File: src/sv/bgl_pkg.sv
// Shared types and constants for the button gesture LED mode block.
// Depends on nothing; every other file refers to it by scoped names.
`timescale 1ns / 1ps

package bgl_pkg;

   // Width of every configuration register and of the CSR write data.
   localparam int REG_WIDTH       = 24;
   localparam int CSR_INDEX_WIDTH = 3;

   // Register indexes on the CSR port.
   localparam logic [CSR_INDEX_WIDTH-1:0] CSR_LONG_PRESS  = 3'd0;
   localparam logic [CSR_INDEX_WIDTH-1:0] CSR_GAP         = 3'd1;
   localparam logic [CSR_INDEX_WIDTH-1:0] CSR_WINDOW      = 3'd2;
   localparam logic [CSR_INDEX_WIDTH-1:0] CSR_BLINK_HALF  = 3'd3;

   // Register values after reset.
   localparam logic [REG_WIDTH-1:0] RST_LONG_PRESS = 24'd500000;
   localparam logic [REG_WIDTH-1:0] RST_GAP        = 24'd1000000;
   localparam logic [REG_WIDTH-1:0] RST_WINDOW     = 24'd1000000;
   localparam logic [REG_WIDTH-1:0] RST_BLINK_HALF = 24'd100000;

   // LED mode codes, as seen on the result channel.
   localparam logic [1:0] MODE_NONE   = 2'd0;
   localparam logic [1:0] MODE_STEADY = 2'd1;
   localparam logic [1:0] MODE_BLINK  = 2'd2;

   // Gesture event codes, as seen on the result channel.
   localparam logic [1:0] GESTURE_NONE   = 2'd0;
   localparam logic [1:0] GESTURE_LONG   = 2'd1;
   localparam logic [1:0] GESTURE_DOUBLE = 2'd2;

   // Gesture phase, one-hot.
   typedef enum logic [3:0] {
      PH_IDLE   = 4'b0001,
      PH_LONG   = 4'b0010,
      PH_GAP    = 4'b0100,
      PH_WINDOW = 4'b1000
   } phase_type;

   // Raw configuration registers handed to the gesture engine.
   typedef struct packed {
      logic [REG_WIDTH-1:0] long_press_ticks;
      logic [REG_WIDTH-1:0] gap_ticks;
      logic [REG_WIDTH-1:0] window_ticks;
      logic [REG_WIDTH-1:0] blink_half_period;
   } cfg_regs_type;

   // One result transaction.
   typedef struct packed {
      logic       led;
      logic [1:0] mode;
      logic [1:0] gesture;
   } result_type;

endpackage

File: src/sv/bgl_cfg.sv
// Configuration register file for the button gesture LED mode block.
// Depends on bgl_pkg for the register indexes, reset values and struct.
`timescale 1ns / 1ps

module bgl_cfg (
   input  logic                                 clock,
   input  logic                                 reset,
   input  logic                                 csr_we,
   input  logic [bgl_pkg::CSR_INDEX_WIDTH-1:0]  csr_index,
   input  logic [bgl_pkg::REG_WIDTH-1:0]        csr_wdata,
   output bgl_pkg::cfg_regs_type                cfg_regs
);

   bgl_pkg::cfg_regs_type regs_ff;
   bgl_pkg::cfg_regs_type regs_in;

   // Decode the write; an index beyond the register list leaves all unchanged.
   always_comb begin
      regs_in = regs_ff;
      if (csr_we) begin
         case (csr_index)
            bgl_pkg::CSR_LONG_PRESS: regs_in.long_press_ticks  = csr_wdata;
            bgl_pkg::CSR_GAP:        regs_in.gap_ticks         = csr_wdata;
            bgl_pkg::CSR_WINDOW:     regs_in.window_ticks      = csr_wdata;
            bgl_pkg::CSR_BLINK_HALF: regs_in.blink_half_period = csr_wdata;
            default:                 regs_in = regs_ff;
         endcase
      end
   end

   always_ff @(posedge clock) begin
      if (reset) begin
         regs_ff.long_press_ticks  <= bgl_pkg::RST_LONG_PRESS;
         regs_ff.gap_ticks         <= bgl_pkg::RST_GAP;
         regs_ff.window_ticks      <= bgl_pkg::RST_WINDOW;
         regs_ff.blink_half_period <= bgl_pkg::RST_BLINK_HALF;
      end else begin
         regs_ff <= regs_in;
      end
   end

   assign cfg_regs = regs_ff;

endmodule

File: src/sv/bgl_fsm.sv
// Gesture engine: phase machine, phase counter, LED mode and blink timer.
// Depends on bgl_pkg; advances one tick for each enabled cycle.
`timescale 1ns / 1ps

module bgl_fsm #(
   parameter int COUNT_BITS = 24
) (
   input  logic                  clock,
   input  logic                  reset,
   input  logic                  tick_en,
   input  logic                  button,
   input  bgl_pkg::cfg_regs_type cfg_regs,
   output bgl_pkg::result_type   result
);

   localparam int CW = COUNT_BITS;

   bgl_pkg::phase_type phase_ff, phase_in;
   logic [CW-1:0]      phase_count_ff, phase_count_in;
   logic [1:0]         led_mode_ff, led_mode_in;
   logic               led_level_ff, led_level_in;
   logic [CW-1:0]      blink_count_ff, blink_count_in;
   logic [1:0]         gesture;

   logic [CW-1:0] long_cut, gap_cut, window_cut, blink_cut;
   logic [CW-1:0] long_lim, gap_lim, window_lim, blink_lim;
   logic [CW-1:0] phase_inc, blink_inc;

   // Registers are cut or widened to the counter width; zero acts as one.
   assign long_cut   = CW'(cfg_regs.long_press_ticks);
   assign gap_cut    = CW'(cfg_regs.gap_ticks);
   assign window_cut = CW'(cfg_regs.window_ticks);
   assign blink_cut  = CW'(cfg_regs.blink_half_period);
   assign long_lim   = (long_cut   == '0) ? CW'(1) : long_cut;
   assign gap_lim    = (gap_cut    == '0) ? CW'(1) : gap_cut;
   assign window_lim = (window_cut == '0) ? CW'(1) : window_cut;
   assign blink_lim  = (blink_cut  == '0) ? CW'(1) : blink_cut;

   // Incremented counters wrap at the counter width.
   assign phase_inc = phase_count_ff + CW'(1);
   assign blink_inc = blink_count_ff + CW'(1);

   // Next state for one tick.
   always_comb begin
      phase_in       = phase_ff;
      phase_count_in = phase_count_ff;
      led_mode_in    = led_mode_ff;
      led_level_in   = led_level_ff;
      blink_count_in = blink_count_ff;
      gesture        = bgl_pkg::GESTURE_NONE;
      case (phase_ff)
         bgl_pkg::PH_IDLE: begin
            // A press only starts the check; blinking runs on quiet idle ticks.
            if (button) begin
               phase_in       = bgl_pkg::PH_LONG;
               phase_count_in = '0;
            end else if (led_mode_ff == bgl_pkg::MODE_BLINK) begin
               if (blink_inc >= blink_lim) begin
                  led_level_in   = ~led_level_ff;
                  blink_count_in = '0;
               end else begin
                  blink_count_in = blink_inc;
               end
            end
         end
         bgl_pkg::PH_LONG: begin
            if (!button) begin
               phase_count_in = '0;
               phase_in       = (gap_cut == '0) ? bgl_pkg::PH_WINDOW : bgl_pkg::PH_GAP;
            end else if (phase_inc >= long_lim) begin
               gesture        = bgl_pkg::GESTURE_LONG;
               led_mode_in    = bgl_pkg::MODE_STEADY;
               led_level_in   = 1'b1;
               phase_in       = bgl_pkg::PH_IDLE;
               phase_count_in = '0;
            end else begin
               phase_count_in = phase_inc;
            end
         end
         bgl_pkg::PH_GAP: begin
            if (phase_inc >= gap_lim) begin
               phase_in       = bgl_pkg::PH_WINDOW;
               phase_count_in = '0;
            end else begin
               phase_count_in = phase_inc;
            end
         end
         bgl_pkg::PH_WINDOW: begin
            // A second press inside the window is a double click.
            if (button) begin
               gesture        = bgl_pkg::GESTURE_DOUBLE;
               led_mode_in    = bgl_pkg::MODE_BLINK;
               led_level_in   = ~led_level_ff;
               blink_count_in = '0;
               phase_in       = bgl_pkg::PH_IDLE;
               phase_count_in = '0;
            end else if (phase_inc >= window_lim) begin
               phase_in       = bgl_pkg::PH_IDLE;
               phase_count_in = '0;
            end else begin
               phase_count_in = phase_inc;
            end
         end
         default: begin
            phase_in       = bgl_pkg::PH_IDLE;
            phase_count_in = '0;
         end
      endcase
   end

   // State advances only when a transaction is processed.
   always_ff @(posedge clock) begin
      if (reset) begin
         phase_ff       <= bgl_pkg::PH_IDLE;
         phase_count_ff <= '0;
         led_mode_ff    <= bgl_pkg::MODE_NONE;
         led_level_ff   <= 1'b0;
         blink_count_ff <= '0;
      end else if (tick_en) begin
         phase_ff       <= phase_in;
         phase_count_ff <= phase_count_in;
         led_mode_ff    <= led_mode_in;
         led_level_ff   <= led_level_in;
         blink_count_ff <= blink_count_in;
      end
   end

   // The result carries the state after this tick.
   assign result.led     = led_level_in;
   assign result.mode    = led_mode_in;
   assign result.gesture = gesture;

   // The phase counter is always cleared while idle.
   a_idle_count_zero : assert property (@(posedge clock) disable iff (reset)
      (phase_ff == bgl_pkg::PH_IDLE) |-> (phase_count_ff == '0))
      else $error("phase counter not zero in idle");

   // Once a mode is chosen it never returns to none.
   a_mode_sticky : assert property (@(posedge clock) disable iff (reset)
      (led_mode_ff != bgl_pkg::MODE_NONE) |=> (led_mode_ff != bgl_pkg::MODE_NONE))
      else $error("LED mode fell back to none");

   // The phase register always holds exactly one phase.
   a_phase_onehot : assert property (@(posedge clock) disable iff (reset)
      $onehot(phase_ff))
      else $error("phase register not one-hot");

endmodule

File: src/sv/button_gesture_led_mode.sv
// A request transaction passes through the input register and then the result register to the response channel.
// Throughput: one transaction per cycle; while a result waits, the input register can take
// one more transaction, after which requests stall until the result is taken.
// Reset (synchronous, active high) empties both registers, returns the gesture phase to
// idle with the LED off and no mode, and restores the configuration reset values.
// Top level of the button gesture LED mode block; uses bgl_pkg, bgl_cfg and bgl_fsm.
`timescale 1ns / 1ps

module button_gesture_led_mode #(
   parameter int COUNT_BITS = 24
) (
   input  logic                                 clock,
   input  logic                                 reset,
   input  logic                                 req_valid,
   output logic                                 req_ready,
   input  logic                                 req_button,
   output logic                                 rsp_valid,
   input  logic                                 rsp_ready,
   output logic                                 rsp_led,
   output logic [1:0]                           rsp_mode,
   output logic [1:0]                           rsp_gesture,
   input  logic                                 csr_we,
   input  logic [bgl_pkg::CSR_INDEX_WIDTH-1:0]  csr_index,
   input  logic [bgl_pkg::REG_WIDTH-1:0]        csr_wdata
);

   bgl_pkg::cfg_regs_type cfg_regs;
   bgl_pkg::result_type   step_result;

   logic                in_valid_ff, in_valid_in;
   logic                in_button_ff, in_button_in;
   logic                out_valid_ff, out_valid_in;
   bgl_pkg::result_type out_result_ff, out_result_in;
   logic                out_free;
   logic                advance;

   bgl_cfg u_cfg (
      .clock     (clock),
      .reset     (reset),
      .csr_we    (csr_we),
      .csr_index (csr_index),
      .csr_wdata (csr_wdata),
      .cfg_regs  (cfg_regs)
   );

   bgl_fsm #(
      .COUNT_BITS (COUNT_BITS)
   ) u_fsm (
      .clock    (clock),
      .reset    (reset),
      .tick_en  (advance),
      .button   (in_button_ff),
      .cfg_regs (cfg_regs),
      .result   (step_result)
   );

   // Handshake: the input register moves on when the result register can take it.
   assign out_free  = !out_valid_ff || rsp_ready;
   assign advance   = in_valid_ff && out_free;
   assign req_ready = !in_valid_ff || advance;

   // Input register.
   always_comb begin
      in_valid_in  = in_valid_ff;
      in_button_in = in_button_ff;
      if (req_valid && req_ready) begin
         in_valid_in  = 1'b1;
         in_button_in = req_button;
      end else if (advance) begin
         in_valid_in = 1'b0;
      end
   end

   // Result register.
   always_comb begin
      out_valid_in  = out_valid_ff;
      out_result_in = out_result_ff;
      if (advance) begin
         out_valid_in  = 1'b1;
         out_result_in = step_result;
      end else if (rsp_ready) begin
         out_valid_in = 1'b0;
      end
   end

   always_ff @(posedge clock) begin
      if (reset) begin
         in_valid_ff  <= 1'b0;
         out_valid_ff <= 1'b0;
      end else begin
         in_valid_ff  <= in_valid_in;
         out_valid_ff <= out_valid_in;
      end
   end

   always_ff @(posedge clock) begin
      in_button_ff  <= in_button_in;
      out_result_ff <= out_result_in;
   end

   assign rsp_valid   = out_valid_ff;
   assign rsp_led     = out_result_ff.led;
   assign rsp_mode    = out_result_ff.mode;
   assign rsp_gesture = out_result_ff.gesture;

   // A long press always shows steady mode with the LED lit.
   a_long_steady : assert property (@(posedge clock) disable iff (reset)
      (rsp_valid && rsp_gesture == bgl_pkg::GESTURE_LONG) |->
         (rsp_mode == bgl_pkg::MODE_STEADY && rsp_led))
      else $error("long press without steady mode");

   // A double click always shows blink mode.
   a_double_blink : assert property (@(posedge clock) disable iff (reset)
      (rsp_valid && rsp_gesture == bgl_pkg::GESTURE_DOUBLE) |->
         (rsp_mode == bgl_pkg::MODE_BLINK))
      else $error("double click without blink mode");

   // With both registers full and the result stalled, no request is taken.
   a_full_stall : assert property (@(posedge clock) disable iff (reset)
      (in_valid_ff && out_valid_ff && !rsp_ready) |-> !req_ready)
      else $error("request accepted while pipeline full");

endmodule

File: config.mk
export PLATFORM = sky130hd
export DESIGN_NAME = button_gesture_led_mode
export DESIGN_NICKNAME = d
export VERILOG_FILES = /design/src/sv/bgl_pkg.sv /design/src/sv/bgl_cfg.sv /design/src/sv/bgl_fsm.sv /design/src/sv/button_gesture_led_mode.sv
export SDC_FILE = /design/constraint.sdc
export NUM_CORES = 1
export LEC_CHECK = 0
export BUFFER_PORTS_ARGS = -buffer_cell sky130_fd_sc_hd__buf_4
export CORE_MARGIN = 3
export CORE_UTILIZATION = 63
export DETAILED_ROUTE_END_ITERATION = 8
export GPL_TIMING_DRIVEN = 1
export PLACE_DENSITY = 0.81
export SLEW_MARGIN = 20
export SYNTH_ARGS = -nofsm -noshare
export SYNTH_HDL_FRONTEND = slang
export SYNTH_HIERARCHICAL = 1
export SYNTH_SLANG_ARGS = --single-unit
export TNS_END_PERCENT = 5
File: constraint.sdc
create_clock -name clock -period 4.02 [get_ports clock]
set_clock_uncertainty 0.05 [all_clocks]
set_input_delay 0.402 -clock clock [delete_from_list [all_inputs] [get_ports clock]]
set_output_delay 0.402 -clock clock [all_outputs]
set_load 0.005 [all_outputs]
==> results.toml, run 1 <==
[routing]
routed_wirelength_um = 23750
via_per_inst = 6.022
detail_route.iter0.violations = 580
drc = 0
drt.antenna.violating_nets = 0
vias = 8021
post_drt_wl_per_cell_um = 17.83
first_pass_iters = 7

[die]
start_util_pct = 65.48
rows = 44
core_um2 = 14810
die_h_um = 130.1
ioPinCount = 40
die_area_um2 = 16920
die_x_um = 130.1

[pwr]
pwr-share-seq_pct = 46.7
leakagePower_nw = 4.902
p_comb_share_pct = 6.2
irDropWorstVdd_mv = 0.3255
p_int_mw = 2.604
sw_frac_of_total_pct = 25.79
clockPowerShare_pct = 47.1
switchingPower_mw = 0.9051
p_per_area_nw_per_um2 = 322.0

[synth]
yosys.area.top_type = "dfxtp_1"
ys_ff_latch = 159
syn_nets = 1229
synthesis.area_um2 = 9697
ys_types = 70
yosys.area.top_type_share_pct = 31.59
syn_avg_cell_area_um2 = 8.831
yosys_warnings = 6
synth_xor_area_share_pct = 4.155
synth_enable_flop_cells = 6
synthTopCellsByArea = "dfxtp_1, ha_1, mux2i_1"
yosys-top-cells-count = "dfxtp_1, nor2_1, inv_1, nand2b_1"
seq_area_frac_synth_pct = 33.45
synthAdderAreaFrac_pct = 12.65
synth_compound_area_share_pct = 11.77
synth_top_family_by_area = "simple AND/OR/NAND/NOR gates"
synthCells = 1098
synth-simple-area-share_pct = 21.43
synthArstFlopShare_pct = 0
synthMuxAreaShare_pct = 10.12
synthFlopType = "dfxtp_1"
synth_most_common_cell = "dfxtp_1"

[clocking]
cts_root_buffer = "clkbuf_16"
cts_hold_buf = 0
clock_path_buffers = 2
clk_latency_ps = 430
cts.sink_count = 159
cts_tree = "yes"
cts_buffers = 17
ctsHtreeMaxLevel = 4
clkTransAtPathRegs_ps = 70

[layout]
stdcell_area_um2 = 10900
regArea_um2 = 3243
fill_cells = 1062
area_growth_pct = 12.39
drive_above_1_share_pct = 11.15
stdcell_count = 1332
final_util_pct = 73.59
nets = 1266
diodes = 0
multi_input_area_um2 = 5917

[critical_path]
ff2ff_setup_slack_ps = 250
rr_worst_depth = 14
critPathBufInv = 0
startpoint_type = "flop"
cp.arrival_ps = 4090
r2r-end = "u_fsm/phase_ff[2]"
crit_type = "flop to flop"
critPathCaptureType = "flop"
required_ps = 4340
crit_chain = "ha_1 > nand3_1 > nor2_2 > nand2_1 > nor4_2 > xnor2_1 > ha_1 > nand4_1 > nor3_2 > nand4_1 > nand3_1 > nand3_2 > or4_1 > a21oi_1"
cpPeakStageDelay_ps = 480
cp_slowest_cell = "or4_1"
cpLargestDelayFamily = "simple AND/OR/NAND/NOR gates"
r2r_start = "u_fsm/phase_count_ff[1]"
critPathMaxFanout = 5

[global_routing]
gr-total-overflow = 0
grt_use_met3_pct = 7.327
grt_max_degree = 103
grt_pass1_vias = 7515
grt_pass1_wl_um = 37650
antenna_found_initial = 0
top_usage_layer = "met2"
grtUsageMet2_pct = 43.57
grt.total_usage_pct = 28.46
grt_util_met1_pct = 39.72

[sta]
hold_violations = 0
fmax_mhz = 264.9
max_slew_margin_pct = 29.78
rsz0062_at_grt = "true"
tightest_slew_ps = 1053
drv_slew = 0
timing.final.ws_setup_ps = 245.6
fin_crit_sh_pct = 93.89
min_period_ps = 3774
finalSetupViolCount = 0

[worst_hold_path]
whs_path_depth = 1
min_to = "in_button_ff"
hp-start = "req_button"
hp-class = "primary input to flop"

[place]
placedCellCount = 1296
routabilityCongestion = 0.9827
io_buffer_count = 39
place_area_um2 = 10170
hpwl_um = 17430
dp_slack_ps = 76.73

[run]
cap_violations = 0

[status]
status = "complete, no violations"
state kept, by name, summed over array words and instances (netlist names):
register,flops
u_fsm/phase_ff,4
rsp_valid,1
rsp_led,1
rsp_gesture,2
rsp_mode,2
u_fsm/led_level_ff,1
u_fsm/phase_count_ff,24
u_fsm/blink_count_ff,24
u_cfg/cfg_regs,96
in_button_ff,1
u_fsm/led_mode_ff,2
in_valid_ff,1
worst max path at each step:
stage	from	end	slack (ps)	cells after the start
2_1_floorplan	u_fsm/phase_count_ff[0]	u_fsm/phase_ff[2]	520	16
3_3_place_gp	u_fsm/phase_count_ff[0]	u_fsm/phase_ff[2]	220	14
3_5_place_dp	u_fsm/phase_count_ff[2]	u_fsm/phase_count_ff[19]	80	16
4_1_cts	u_fsm/phase_count_ff[2]	u_fsm/phase_count_ff[19]	80	16
5_1_grt	u_fsm/phase_count_ff[2]	u_fsm/phase_count_ff[19]	-60	17
6_report	u_fsm/phase_count_ff[1]	u_fsm/phase_ff[2]	250	14
worst reg2reg max path: cells and delay by family, from the launching register on:
| family | cells | cell delay (ps) |
|---|---|---|
| flops | 1 | 370 |
| compound gates | 1 | 140 |
| simple gates | 10 | 2330 |
| xor+xnor | 1 | 240 |
| fa+ha+maj | 2 | 580 |
logic make-up after synthesis:
kind of cell	count (synthesis)
XOR/XNOR	46
multiplexers	98
AND/OR/NAND/NOR	385
flip-flops	159
AO/OA/AOI/OAI	162
adder cells (fa/ha/maj)	98
buffers and inverters	150
cell type report:
cell class	count	share of cell area [%]
flip-flops and latches	159	29.76
inverters	106	3.651
repair buffers	62	4.535
clock buffers	17	3.904
clock inverters	15	1.745
multi-input cells	789	54.29
well taps	184	2.113
per-layer routing:
| layer | wire length, um | vias to the layer above |
|---|---|---|
| met2 | 10820 | 279 |
| li1 | - | 3924 |
| met5 | 0 | - |
| met4 | 378 | 0 |
| met3 | 1652 | 29 |
| met1 | 10900 | 3789 |
cell usage in the layout, fill, tap and decap left out, drive strengths merged, types with 29 or more instances in the layout:
master	instances
a21oi	34
a22oi	41
buf	62
dfxtp	153
ha	98
inv	115
mux2i	98
nand2	49
nand2b	99
nor2	115
xnor2	29
power groups by stage:
stage | clock [mW] | sequential (mW) | combinational, mW
6_report | 1.65 | 1.64 | 0.219
4_1_cts | 1.67 | 1.64 | 0.216
2_1_floorplan | 0 | 1.66 | 0.145
5_1_grt | 1.75 | 1.64 | 0.238
3_5_place_dp | 0 | 1.67 | 0.214
3_3_place_gp | 0 | 1.67 | 0.209
what timing repair did:
item	4_1_cts	5_1_grt
gates resized for setup	0	16
setup buffers	0	4
setup endpoints to repair	0	52
through the flow:
stage | TNS (ps) | hold WS [ps] | power [mW]
floorplan | 0 | 399.3 | 1.808
global placement | 0 | 423.2 | 1.882
detailed placement | 0 | 425.3 | 1.888
CTS | 0 | 88.36 | 3.525
global route | -115.9 | 76.21 | 3.629
finish | 0 | 101.6 | 3.509
Note: power is estimated with default switching activity, not from simulation.
==> run 2: changes to the inputs <==
Settings changed: CORE_UTILIZATION 63 to 68, PLACE_DENSITY 0.81 to 0.87.
Clock period 4.02 ns to 4.45 ns, I/O delays scaled along.
==> run 2 against run 1 <==
Effect of this change: wire length grew 3.3%; power down 10%; highest routed layer unchanged; first-iteration DRC count grew 22%; largest cell class unchanged.
==> results.toml, run 2 (synthesis gave the netlist of run 1 again) <==
[status]
status = "complete, no violations"

[sta]
finalSetupTns_ps = 0
hold_violations = 0
finalSetupViolCount = 0
rsz0062_at_grt = "false"
fmax_mhz = 241.1
hold_ws_ps = 136.4
tightest_slew_ps = 979.6
drv_slew = 0
min_period_ps = 4148
fin_crit_sh_pct = 93.20
max_slew_margin_pct = 34.70

[critical_path]
r2r_start = "u_fsm/phase_count_ff[0]"
ff2ff_setup_slack_ps = 300
r2r-end = "u_fsm/phase_count_ff[19]"
cp.arrival_ps = 4460
cpPeakStageDelay_ps = 560
cpLargestDelayFamily = "simple AND/OR/NAND/NOR gates"
cp_slowest_cell = "a2111oi_1"
critPathCaptureType = "flop"
required_ps = 4760
crit_type = "flop to flop"
rr_worst_depth = 15
startpoint_type = "flop"
critPathBufInv = 1
critPathMaxFanout = 20
cp-startpoint = "u_fsm/phase_count_ff[0]"
crit_chain = "ha_1 > nand3_1 > nor2_1 > nand2_1 > nor4_2 > xnor2_1 > ha_1 > a21oi_1 > nand2_1 > a2111oi_1 > nand3_1 > a31oi_2 > buf_4 > nand3b_1 > a21oi_1"

[die]
start_util_pct = 69.59
rows = 43
die_h_um = 125.4
die_area_um2 = 15730
ioPinCount = 40
die_x_um = 125.4
core_um2 = 13930

[pwr]
switchingPower_mw = 0.8466
sw_frac_of_total_pct = 26.85
pwr-share-seq_pct = 46.9
irDropWorstVdd_mv = 0.3150
leakagePower_nw = 4.844
clockPowerShare_pct = 46.8
p_per_area_nw_per_um2 = 292.6
p_int_mw = 2.307
p_comb_share_pct = 6.3

[clocking]
clock_path_buffers = 2
cts_root_buffer = "clkbuf_16"
cts.sink_count = 159
cts_buffers = 17
cts_tree = "yes"
clk_latency_ps = 440
ctsHtreeMaxLevel = 4
clkTransAtPathRegs_ps = 70

[layout]
stdcell_count = 1321
fill_cells = 914
final_cell_mix = "dfxtp_1, nor2_1, inv_1"
area_growth_pct = 11.15
regArea_um2 = 3244
nets = 1259
drive_above_1_share_pct = 10.08
final_common_cell = "dfxtp_1"
largest_reg_flops = 96
diodes = 0
multi_input_area_um2 = 5883

[routing]
first_pass_iters = 5
post_drt_wl_per_cell_um = 18.57
drc = 0
vias = 8276
via_per_inst = 6.265
routed_wirelength_um = 24530
detail_route.iter0.violations = 708
drt.antenna.violating_nets = 0

[place]
hpwl_um = 17830
routabilityCongestion = 0.9508
io_buffer_count = 39
placedCellCount = 1286

[run]
cap_violations = 0

[worst_hold_path]
hp-start = "req_button"
whs_path_depth = 1
min_to = "in_button_ff"
hp-class = "primary input to flop"

[global_routing]
grt.total_usage_pct = 31.38
grt_max_degree = 80
antenna_found_initial = 0
grt_pass1_vias = 7966
grt_pass1_wl_um = 39940
gr-total-overflow = 0
==> run 2: changes by cell type in the layout (fill, tap and decap cells not counted), sizes merged <==
cell	change
buf	-7
bufinv	-1
clkinv	-2
inv	+3
==> run 2: power by group through the flow <==
stage	registers, mW	clock network [mW]	logic [mW]
2_1_floorplan	1.50	0	0.131
3_3_place_gp	1.51	0	0.189
3_5_place_dp	1.51	0	0.194
4_1_cts	1.48	1.48	0.196
5_1_grt	1.48	1.55	0.216
6_report	1.48	1.47	0.199
==> run 2: worst max path at each step <==
| stage | end | cells past startpoint |
|---|---|---|
| 5_1_grt | u_fsm/phase_count_ff[19] | 17 |
| 4_1_cts | u_fsm/phase_count_ff[19] | 15 |
| 3_5_place_dp | u_fsm/phase_count_ff[19] | 17 |
| 6_report | u_fsm/phase_count_ff[19] | 15 |
| 3_3_place_gp | u_fsm/phase_count_ff[19] | 17 |
| 2_1_floorplan | u_fsm/phase_ff[2] | 16 |
==> run 2: layer usage <==
| metal | GRT usage (%) | part of all wire (%) |
|---|---|---|
| met1 | 41.63 | 43 |
| met2 | 50.90 | 47 |
| met3 | 6.151 | 7.4 |
| met4 | 11.86 | 2.9 |
| met5 | 0 | 0 |
==> run 2: area by class of cell <==
type                       count  share of cell area (%)
timing repair buffer          55                   3.947
inverter                     106                   3.692
sequential                   159                   30.10
multi-input combinational    789                   54.59
clock inverter                15                   1.637
tap                          180                   2.090
clock buffer                  17                   3.947
==> run 2: through the flow <==
step	setup slack (ps)	area (um^2)	power (mW)	util, %
floorplan	948.5	9697	1.633	-
global placement	385.0	10110	1.700	72.55
detailed placement	300.6	10110	1.706	72.55
CTS	55.47	10710	3.156	76.87
global route	21.28	10780	3.246	77.35
finish	302.5	10780	3.153	77.35
==> run 2: what timing repair did <==
action                                  in CTS  in global routing
buffers inserted                             0                  3
resized for setup                            0                  9
hold buffers                                 0                  0
endpoints found under the setup margin       0                 26
